`config.mk`:
```
export PLATFORM = sky130hd
export DESIGN_NAME = ini_line_char_parser
export DESIGN_NICKNAME = d
export VERILOG_FILES = /design/src/hw/rtl/ilcp_pkg.sv /design/src/hw/rtl/ini_line_char_parser.sv /design/src/hw/rtl/ilcp_classify.sv
export SDC_FILE = /design/constraint.sdc
export NUM_CORES = 1
export LEC_CHECK = 0
export BUFFER_PORTS_ARGS = -buffer_cell sky130_fd_sc_hd__buf_4
export CAP_MARGIN = 10
export CORE_UTILIZATION = 55
export DETAILED_ROUTE_END_ITERATION = 8
export GPL_ROUTABILITY_DRIVEN = 0
export PLACE_DENSITY = 0.76
export SETUP_SLACK_MARGIN = 0.05
export SLEW_MARGIN = 10
export SYNTH_ARGS = -nofsm -noshare
export SYNTH_HDL_FRONTEND = slang
export SYNTH_HIERARCHICAL = 1
export SYNTH_SLANG_ARGS = --single-unit
```
`constraint.sdc`:
```
create_clock -name clk_i -period 3.5 [get_ports clk_i]
set_input_delay 0 -clock clk_i [delete_from_list [all_inputs] [get_ports clk_i]]
set_output_delay 0 -clock clk_i [all_outputs]
set_load 0.03 [all_outputs]
```
`src/hw/rtl/ilcp_pkg.sv`:
```
// Shared types, character codes and decode helpers for the line character parser.
// Used by ilcp_classify, ini_line_char_parser and ilcp_checker. No dependencies.
`default_nettype none

package ilcp_pkg;

  localparam logic [7:0] CH_NUL   = 8'h00;
  localparam logic [7:0] CH_NL    = 8'h0A;
  localparam logic [7:0] CH_SPACE = 8'h20;
  localparam logic [7:0] CH_HASH  = 8'h23;
  localparam logic [7:0] CH_ZERO  = 8'h30;
  localparam logic [7:0] CH_SEMI  = 8'h3B;
  localparam logic [7:0] CH_EQ    = 8'h3D;
  localparam logic [7:0] CH_LBRK  = 8'h5B;
  localparam logic [7:0] CH_BSL   = 8'h5C;
  localparam logic [7:0] CH_RBRK  = 8'h5D;
  localparam logic [7:0] CH_LC_B  = 8'h62;
  localparam logic [7:0] CH_LC_E  = 8'h65;
  localparam logic [7:0] CH_LC_N  = 8'h6E;
  localparam logic [7:0] CH_LC_R  = 8'h72;
  localparam logic [7:0] CH_LC_S  = 8'h73;
  localparam logic [7:0] CH_LC_W  = 8'h77;

  typedef enum logic [2:0] {
    LS_BEGIN   = 3'd0,
    LS_KEY     = 3'd1,
    LS_VALUE   = 3'd2,
    LS_COMMENT = 3'd3,
    LS_SECOPEN = 3'd4,
    LS_SECDONE = 3'd5,
    LS_EMPTY   = 3'd6
  } line_state_e;

  typedef enum logic [2:0] {
    CL_CONSUMED = 3'd0,
    CL_KEY      = 3'd1,
    CL_VALUE    = 3'd2,
    CL_COMMENT  = 3'd3,
    CL_EOL      = 3'd4,
    CL_EOD      = 3'd5,
    CL_ERROR    = 3'd6
  } char_class_e;

  typedef struct packed {
    line_state_e line_state;
    logic        escape_pending;
    logic        error_latched;
  } parse_state_t;

  typedef struct packed {
    char_class_e char_class;
    logic [7:0]  out_byte;
  } result_t;

  localparam parse_state_t StateReset = '{line_state: LS_BEGIN, escape_pending: 1'b0,
                                          error_latched: 1'b0};

  function automatic logic [7:0] decode_escape(input logic [7:0] c);
    logic [7:0] d;
    case (c)
      CH_ZERO: d = CH_NUL;
      CH_LC_N: d = CH_NL;
      CH_LC_B: d = CH_BSL;
      CH_LC_W: d = CH_SPACE;
      CH_LC_E: d = CH_EQ;
      CH_LC_S: d = CH_SEMI;
      CH_LC_R: d = CH_HASH;
      default: d = c;
    endcase
    return d;
  endfunction

  function automatic char_class_e part_class(input line_state_e ls);
    char_class_e cl;
    case (ls)
      LS_KEY:     cl = CL_KEY;
      LS_VALUE:   cl = CL_VALUE;
      LS_COMMENT: cl = CL_COMMENT;
      default:    cl = CL_CONSUMED;
    endcase
    return cl;
  endfunction

endpackage

`default_nettype wire

```
`src/hw/rtl/ini_line_char_parser.sv`:
```
// Top level of the configuration line character parser: state registers,
// result register and skid stage around ilcp_classify. Depends on ilcp_pkg.
//
// Usage: one text byte enters per item on the input channel (in_valid_i,
// in_ready_o, in_byte_i) and exactly one result item leaves on the output
// channel (out_valid_o, out_ready_i, char_class_o, out_byte_o) for each.
// The line state, escape bit and error latch are updated in the cycle an
// item is accepted, so the next byte is classified in the following cycle.
// An accepted item's result goes to the result register when the output
// is free and to the skid stage otherwise; throughput is one item per
// cycle while the skid stage is empty. Classification is combinational.
// A stalled receiver holds the result register; one further item is taken
// into the skid stage, and in_ready_o drops only while the skid stage is
// full. in_ready_o therefore never depends on out_ready_i in the same cycle.
// Reset clears the line state to begin of line, the escape and error bits,
// and both valid flags, so result items still held at reset are dropped.
`default_nettype none

module ini_line_char_parser (
  input  logic       clk_i,
  input  logic       rst_ni,
  input  logic       in_valid_i,
  output logic       in_ready_o,
  input  logic [7:0] in_byte_i,
  output logic       out_valid_o,
  input  logic       out_ready_i,
  output logic [2:0] char_class_o,
  output logic [7:0] out_byte_o
);
  import ilcp_pkg::*;

  parse_state_t state_q, state_d;
  result_t      result_d;
  result_t      out_q, skid_q;
  logic         out_valid_q, skid_valid_q;
  logic         in_fire, out_free;

  ilcp_classify u_classify (
    .in_byte_i (in_byte_i),
    .state_i   (state_q),
    .state_o   (state_d),
    .result_o  (result_d)
  );

  assign in_ready_o = !skid_valid_q;
  assign in_fire    = in_valid_i && in_ready_o;
  assign out_free   = !out_valid_q || out_ready_i;

  always_ff @(posedge clk_i or negedge rst_ni) begin
    if (!rst_ni) begin
      state_q      <= StateReset;
      out_valid_q  <= 1'b0;
      skid_valid_q <= 1'b0;
    end else begin
      if (in_fire) begin
        state_q <= state_d;
      end
      if (out_free) begin
        if (skid_valid_q) begin
          out_valid_q  <= 1'b1;
          skid_valid_q <= in_fire;
        end else begin
          out_valid_q <= in_fire;
        end
      end else if (in_fire) begin
        skid_valid_q <= 1'b1;
      end
    end
  end

  always_ff @(posedge clk_i) begin
    if (out_free) begin
      if (skid_valid_q) begin
        out_q <= skid_q;
        if (in_fire) begin
          skid_q <= result_d;
        end
      end else if (in_fire) begin
        out_q <= result_d;
      end
    end else if (in_fire) begin
      skid_q <= result_d;
    end
  end

  assign out_valid_o  = out_valid_q;
  assign char_class_o = out_q.char_class;
  assign out_byte_o   = out_q.out_byte;

endmodule

`default_nettype wire

```
`src/hw/rtl/ilcp_classify.sv`:
```
// Combinational classification of one text byte against the current line state.
// Depends on ilcp_pkg for the state, result types and escape decoding.
`default_nettype none

module ilcp_classify (
  input  logic [7:0]            in_byte_i,
  input  ilcp_pkg::parse_state_t state_i,
  output ilcp_pkg::parse_state_t state_o,
  output ilcp_pkg::result_t      result_o
);
  import ilcp_pkg::*;

  char_class_e part;

  assign part = part_class(state_i.line_state);

  always_comb begin
    state_o  = state_i;
    result_o = '{char_class: CL_CONSUMED, out_byte: 8'h00};
    if (in_byte_i == CH_NUL) begin
      state_o             = StateReset;
      result_o.char_class = CL_EOD;
    end else if (in_byte_i == CH_NL) begin
      state_o             = StateReset;
      result_o.char_class = CL_EOL;
    end else if (state_i.error_latched) begin
      result_o.char_class = CL_CONSUMED;
    end else if (state_i.escape_pending) begin
      state_o.escape_pending = 1'b0;
      result_o.char_class    = part;
      if (part != CL_CONSUMED) begin
        result_o.out_byte = decode_escape(in_byte_i);
      end
    end else if (state_i.line_state == LS_BEGIN) begin
      if (in_byte_i == CH_LBRK) begin
        state_o.line_state = LS_SECOPEN;
      end else if (in_byte_i == CH_HASH) begin
        state_o.line_state    = LS_EMPTY;
        state_o.error_latched = 1'b1;
        result_o.char_class   = CL_ERROR;
      end else begin
        state_o.line_state  = LS_KEY;
        result_o.char_class = CL_KEY;
        result_o.out_byte   = in_byte_i;
      end
    end else if (state_i.line_state == LS_KEY && in_byte_i == CH_EQ) begin
      state_o.line_state = LS_VALUE;
    end else if (state_i.line_state == LS_VALUE && in_byte_i == CH_SEMI) begin
      state_o.line_state = LS_COMMENT;
    end else if (state_i.line_state == LS_SECOPEN && in_byte_i == CH_RBRK) begin
      state_o.line_state = LS_SECDONE;
    end else if (in_byte_i == CH_BSL) begin
      state_o.escape_pending = 1'b1;
    end else if (part != CL_CONSUMED) begin
      result_o.char_class = part;
      result_o.out_byte   = in_byte_i;
    end else begin
      result_o.char_class   = CL_ERROR;
      state_o.error_latched = 1'b1;
    end
  end

endmodule

`default_nettype wire

```
# Yosys cells after proc, flatten, opt, wreduce, memory -nomap -nowiden
# Cells that the tools add are included.
dict set report totals {
  rom_bits 0
  inputBits 12
  mem_count 0
  latchBits 0
  elab_cells 96
  ram_bits 0
  ff_bits 29
}
dict set report classes {
  shifts 0
  n_mux 50
  div 0
  bitwise 0
  n_reduce_logical 16
  n_eq_ne 21
  addsub 0
  multipliers 0
  magnitude_cmp 0
}
# operator n
set ops {}
lappend ops {{$mux W11} 12}
lappend ops {{$eq A8 B7 Y1 const B} 9}
lappend ops {{$pmux W8 S7} 1}
lappend ops {{$mux W8} 6}
lappend ops {{$mux W3} 11}
lappend ops {{$eq A8 B6 Y1 const B} 4}
lappend ops {{$mux W5} 3}
lappend ops {{$mux W1} 13}
lappend ops {{$eq A8 B4 Y1 const B} 1}
lappend ops {{$logic_not A8 Y1} 1}
lappend ops {{$eq A3 B2 Y1 const B} 2}
lappend ops {{$mux W2} 3}
lappend ops {{$ne A3 B1 Y1 const B} 2}
lappend ops {{$pmux W2 S3} 1}
lappend ops {{$reduce_bool A6 Y1} 1}
lappend ops {{$logic_and A1 B1 Y1} 4}
lappend ops {{$reduce_and A2 Y1} 2}
lappend ops {{$reduce_and A4 Y1} 1}
lappend ops {{$reduce_bool A2 Y1} 2}
lappend ops {{$eq A3 B1 Y1 const B} 1}
lappend ops {{$eq A3 B3 Y1 const B} 1}
lappend ops {{$logic_not A3 Y1} 1}
lappend ops {{$reduce_bool A3 Y1} 1}
lappend ops {{$logic_not A1 Y1} 2}
lappend ops {{2 further kinds} 2}

# Longest topological paths before layout
dict set report logic_depth {
  depth_word 16
  depth_mapped 7
}

# Modules after synthesis
# The synthesis kept the hierarchy.
# mod area_per_inst_um2 cells_per_inst instances
set modules_own_cells {}
lappend modules_own_cells {ini_line_char_parser 1093.5 55 1}
lappend modules_own_cells {ilcp_classify 865.8 130 1}

# Least setup slack after synthesis
# No wires, ideal clock.
dict set report synth_timing {
  kind {reg-to-reg}
  from {register state_q[4] (netlist bit)}
  to {register out_q, in the netlist out_byte_o[3] (data pin)}
  setup_ps 260
  path_slack_ps 1374
  required_ps 3240
  stages_incl_launch_ff 8
  arrival_time_ps 1867
  path_cell_list {dfrtp_1 clkbuf_1 nor3b_1 o211a_1 nor4_1 a211o_1 a211o_1 mux2_2}
}
# item line_no
set synth_lines {}
lappend synth_lines {{start, declared} ini_line_char_parser.sv:32} ;# parse_state_t state_q, state_d;
lappend synth_lines {{start signal, assigned} ini_line_char_parser.sv:51} ;# state_q <= StateReset;
lappend synth_lines {{start signal, assigned} ini_line_char_parser.sv:56} ;# state_q <= state_d;
lappend synth_lines {{end signal, assigned} ini_line_char_parser.sv:74} ;# out_q <= skid_q;
lappend synth_lines {{end signal, assigned} ini_line_char_parser.sv:79} ;# out_q <= result_d;
lappend synth_lines {{end, declared} ini_line_char_parser.sv:34} ;# result_t out_q, skid_q;

==> flow_results.xml <==
<?xml version="1.0" encoding="UTF-8"?>
<metrics>
  <group name="synth">
    <metric name="synth_area_leader_cell" unit="">sky130_fd_sc_hd__edfxtp_1</metric>
    <metric name="synthArstFlopShare" unit="%">24.14</metric>
    <metric name="ys_top_cells_by_area" unit="">sky130_fd_sc_hd__edfxtp_1 (34%), sky130_fd_sc_hd__dfrtp_1 (8.9%), sky130_fd_sc_hd__mux2_2 (6.3%)</metric>
    <metric name="synth_cell_type_count" unit="">60</metric>
    <metric name="synth_top_area_share" unit="%">33.72</metric>
    <metric name="synth_warnings" unit="">6</metric>
    <metric name="count_of_mapped_cells_out_of_synthesis" unit="">185</metric>
    <metric name="synth-seq-area-share" unit="%">42.66</metric>
    <metric name="synth_seq_cells" unit="">29</metric>
    <metric name="synth_area_per_cell" unit="um^2">10.59</metric>
    <metric name="syn_nets" unit="">197</metric>
    <metric name="synth_edf_count" unit="">22</metric>
    <metric name="synthFlopType" unit="">sky130_fd_sc_hd__edfxtp_1</metric>
    <metric name="syn_area" unit="um^2">1959</metric>
  </group>
  <group name="routing">
    <metric name="drc" unit="">0</metric>
    <metric name="top_layer_used" unit="">met4</metric>
    <metric name="routed_wirelength" unit="um">4492</metric>
    <metric name="first_pass_iters" unit="">4</metric>
    <metric name="drt_iter0_drc" unit="">102</metric>
    <metric name="wire_per_inst" unit="um">17.62</metric>
    <metric name="drtAntennaViolNets" unit="">0</metric>
    <metric name="met2RoutedLength" unit="um">2187</metric>
    <metric name="routedLengthMet1" unit="um">1870</metric>
    <metric name="drt-vias-per-instance" unit="">6.435</metric>
    <metric name="num_vias" unit="">1641</metric>
    <metric name="wl_met3" unit="um">324</metric>
  </group>
  <group name="place">
    <metric name="post_dp_cell_area" unit="um^2">2132</metric>
    <metric name="io_buffer_count" unit="">24</metric>
    <metric name="detailedPlacementHpwl" unit="um">3151</metric>
    <metric name="place.detailed.instances" unit="">243</metric>
  </group>
  <group name="die">
    <metric name="dieWidth" unit="um">61.69</metric>
    <metric name="die_h" unit="um">61.69</metric>
    <metric name="core_area" unit="um^2">3363</metric>
    <metric name="initial_core_util" unit="%">58.26</metric>
    <metric name="floorplan.rows" unit="">21</metric>
    <metric name="design.die.area" unit="um^2">3805</metric>
    <metric name="boundary_pin_count" unit="">25</metric>
  </group>
  <group name="sta">
    <metric name="timing.final.hold_violations" unit="">0</metric>
    <metric name="report.final.slew_viol_count" unit="">0</metric>
    <metric name="grt_setup_unrepaired" unit="">no</metric>
    <metric name="worst_clock_skew" unit="ns">0.007349</metric>
    <metric name="max_freq" unit="GHz">0.3837</metric>
    <metric name="period_minus_slack" unit="ns">2.606</metric>
    <metric name="report.final.setup_viol" unit="">0</metric>
    <metric name="fin_setup_tns" unit="ns">0</metric>
    <metric name="worst-slew-pin-transition" unit="ns">0.9011</metric>
    <metric name="period_share" unit="%">74.47</metric>
    <metric name="slew_headroom" unit="%">39.81</metric>
  </group>
  <group name="finish">
    <metric name="final_layout_size_suffix_gt1_share" unit="%">28.23</metric>
    <metric name="syn_to_final_growth" unit="%">13.92</metric>
    <metric name="layout.cells.non_filler" unit="">255</metric>
    <metric name="design.final.nets" unit="">220</metric>
    <metric name="mostFrequentLayoutCell" unit="">sky130_fd_sc_hd__buf_4</metric>
    <metric name="final_util" unit="%">66.37</metric>
    <metric name="final_area" unit="um^2">2232</metric>
    <metric name="antenna_cells_inserted" unit="">0</metric>
    <metric name="layout.cells.most_common_list" unit="">sky130_fd_sc_hd__buf_4 (25), sky130_fd_sc_hd__nor2_1 (23), sky130_fd_sc_hd__edfxtp_1 (22)</metric>
  </group>
  <group name="grt">
    <metric name="antenna_found_initial" unit="">0</metric>
    <metric name="grtUsageTotal" unit="%">25.69</metric>
    <metric name="number_of_global_route_vias_before_repair" unit="">1416</metric>
    <metric name="global_route.overflow_total" unit="">0</metric>
    <metric name="grt_pass1_wl" unit="um">6962</metric>
    <metric name="largest_net_degree_at_the_start_of_global_routing" unit="">16</metric>
  </group>
  <group name="hold_path">
    <metric name="holdCritPathClass" unit="">in -&gt; async</metric>
  </group>
  <group name="setup_path">
    <metric name="critical_path.max_fanout" unit="">14</metric>
    <metric name="timing.setup.critical_path_class" unit="">reg -&gt; reg</metric>
    <metric name="setup.worst_path.start_class" unit="">register</metric>
    <metric name="timing.critical_path.to_type" unit="">register</metric>
    <metric name="timing.critical_path.required" unit="ns">3.58</metric>
    <metric name="worstPathArrival" unit="ns">2.68</metric>
    <metric name="worstRegToRegCells" unit="">6</metric>
  </group>
  <group name="power_and_ir_drop">
    <metric name="ir_worst_vdd" unit="mV">0.2902</metric>
    <metric name="total_power" unit="mW">1.167</metric>
    <metric name="cellLeakagePower" unit="nW">0.9254</metric>
    <metric name="power.density" unit="nW/um^2">522.6</metric>
  </group>
  <group name="clock_network">
    <metric name="cts_tree" unit="">done</metric>
    <metric name="clock_insertion_delay_worst_skew" unit="ns">0.32</metric>
    <metric name="cts-root-to-sink-buffers" unit="">2</metric>
    <metric name="cts_buf_count" unit="">5</metric>
    <metric name="clock_sink_count" unit="">29</metric>
    <metric name="clk_pin_slew_worst_paths" unit="ns">0.09</metric>
    <metric name="cts_root_buf" unit="">sky130_fd_sc_hd__clkbuf_4</metric>
    <metric name="cts-htree-levels" unit="">2</metric>
    <metric name="cts_setup_buffers" unit="">0</metric>
    <metric name="post_cts_resize_count" unit="">0</metric>
  </group>
  <group name="run_status">
    <metric name="status" unit="">finished, final reports clean</metric>
  </group>
  <group name="run">
    <metric name="maxCapViolations" unit="">0</metric>
  </group>
</metrics>
[metrics by stage]
stage,hold WS (ns),worst slack [ns]
after detailed placement,-0.1819,1.043
after CTS,0.01058,1.009
after global routing,0.0001380,0.8198
after floorplan,-0.2956,1.374
after global placement,-0.1876,1.217
final,0.008675,0.8937
[critical path, cell delays in order, from the launching register on]
cell	delay, ns
sky130_fd_sc_hd__dfrtp_1	0.60
sky130_fd_sc_hd__nor4bb_1	0.51
sky130_fd_sc_hd__o211a_1	0.29
sky130_fd_sc_hd__nor4_1	0.09
sky130_fd_sc_hd__or2_1	0.25
sky130_fd_sc_hd__o311a_1	0.36
sky130_fd_sc_hd__mux2_2	0.26
[Yosys cell counts, types with 4 or more instances]
library cell               count
sky130_fd_sc_hd__nor2b_1       5
sky130_fd_sc_hd__mux2_4        5
sky130_fd_sc_hd__o211a_1       4
sky130_fd_sc_hd__nand2_1       9
sky130_fd_sc_hd__and3_1        4
sky130_fd_sc_hd__a21oi_1       5
sky130_fd_sc_hd__mux2_2       11
sky130_fd_sc_hd__buf_2         7
sky130_fd_sc_hd__edfxtp_1     22
sky130_fd_sc_hd__inv_1         4
sky130_fd_sc_hd__nand4_1       4
sky130_fd_sc_hd__dfrtp_1       7
sky130_fd_sc_hd__nor2_1       23
sky130_fd_sc_hd__nor4_1        4
sky130_fd_sc_hd__nor3_1        6
[layer usage]
metal  global-route usage [%]  up-vias
met2                    41.47      104
met3                    5.462       15
met1                    33.69      762
met5                        0        -
met4                    10.16        0
li1                         -      760
[worst paths after layout]
check                                             from                       end  slack (ns)
max in group asynchronous                       rst_ni    state_q[2]$_DFFE_PN0P_        3.37
min in group clk_i                        in_byte_i[7]       skid_q[7]$_DFFE_PP_        0.11
worst min-delay path                            rst_ni  skid_valid_q$_DFFE_PN0P_       0.009
worst max register to register  state_q[3]$_DFFE_PN0P_   out_byte_o[1]$_DFFE_PP_        0.89
worst min register to register     skid_q[2]$_DFFE_PP_   out_byte_o[2]$_DFFE_PP_        0.56
worst max-delay path            state_q[3]$_DFFE_PN0P_   out_byte_o[1]$_DFFE_PP_        0.89
[kinds of logic after synthesis]
family	after synthesis	share of synthesized area, %
AO/OA/AOI/OAI	39	15.13
XOR/XNOR	1	0.4471
buffers and inverters	18	4.661
flip-flops	29	42.66
multiplexers	16	10.15
AND/OR/NAND/NOR	82	26.95
[sequential cells by signal, indices dropped and copies added (netlist names)]
| signal | flops |
|---|---|
| skid_q | 11 |
| char_class_o | 3 |
| out_valid_o | 1 |
| state_q | 5 |
| skid_valid_q | 1 |
| out_byte_o | 8 |
[repair_timing]
item	CTS	global route
setup endpoints to repair	0	0
hold buffers	4	0
endpoints found under the hold margin	9	0
[report_power, final]
group	internal (mW)	switching, mW
combinational	0.208	0.228
clock	0.0943	0.111
sequential	0.453	0.0720
total	0.756	0.411
[final cells by class]
class,count,area (um^2)
well taps,46,57.56
fillers,283,1131
repair buffers,29,227.7
flip-flops and latches,29,835.8
clock buffers,6,51.30
multi-input cells,138,1032
inverters,5,18.77
clock inverters,2,8.758
Power figures use the tool's default switching activity.
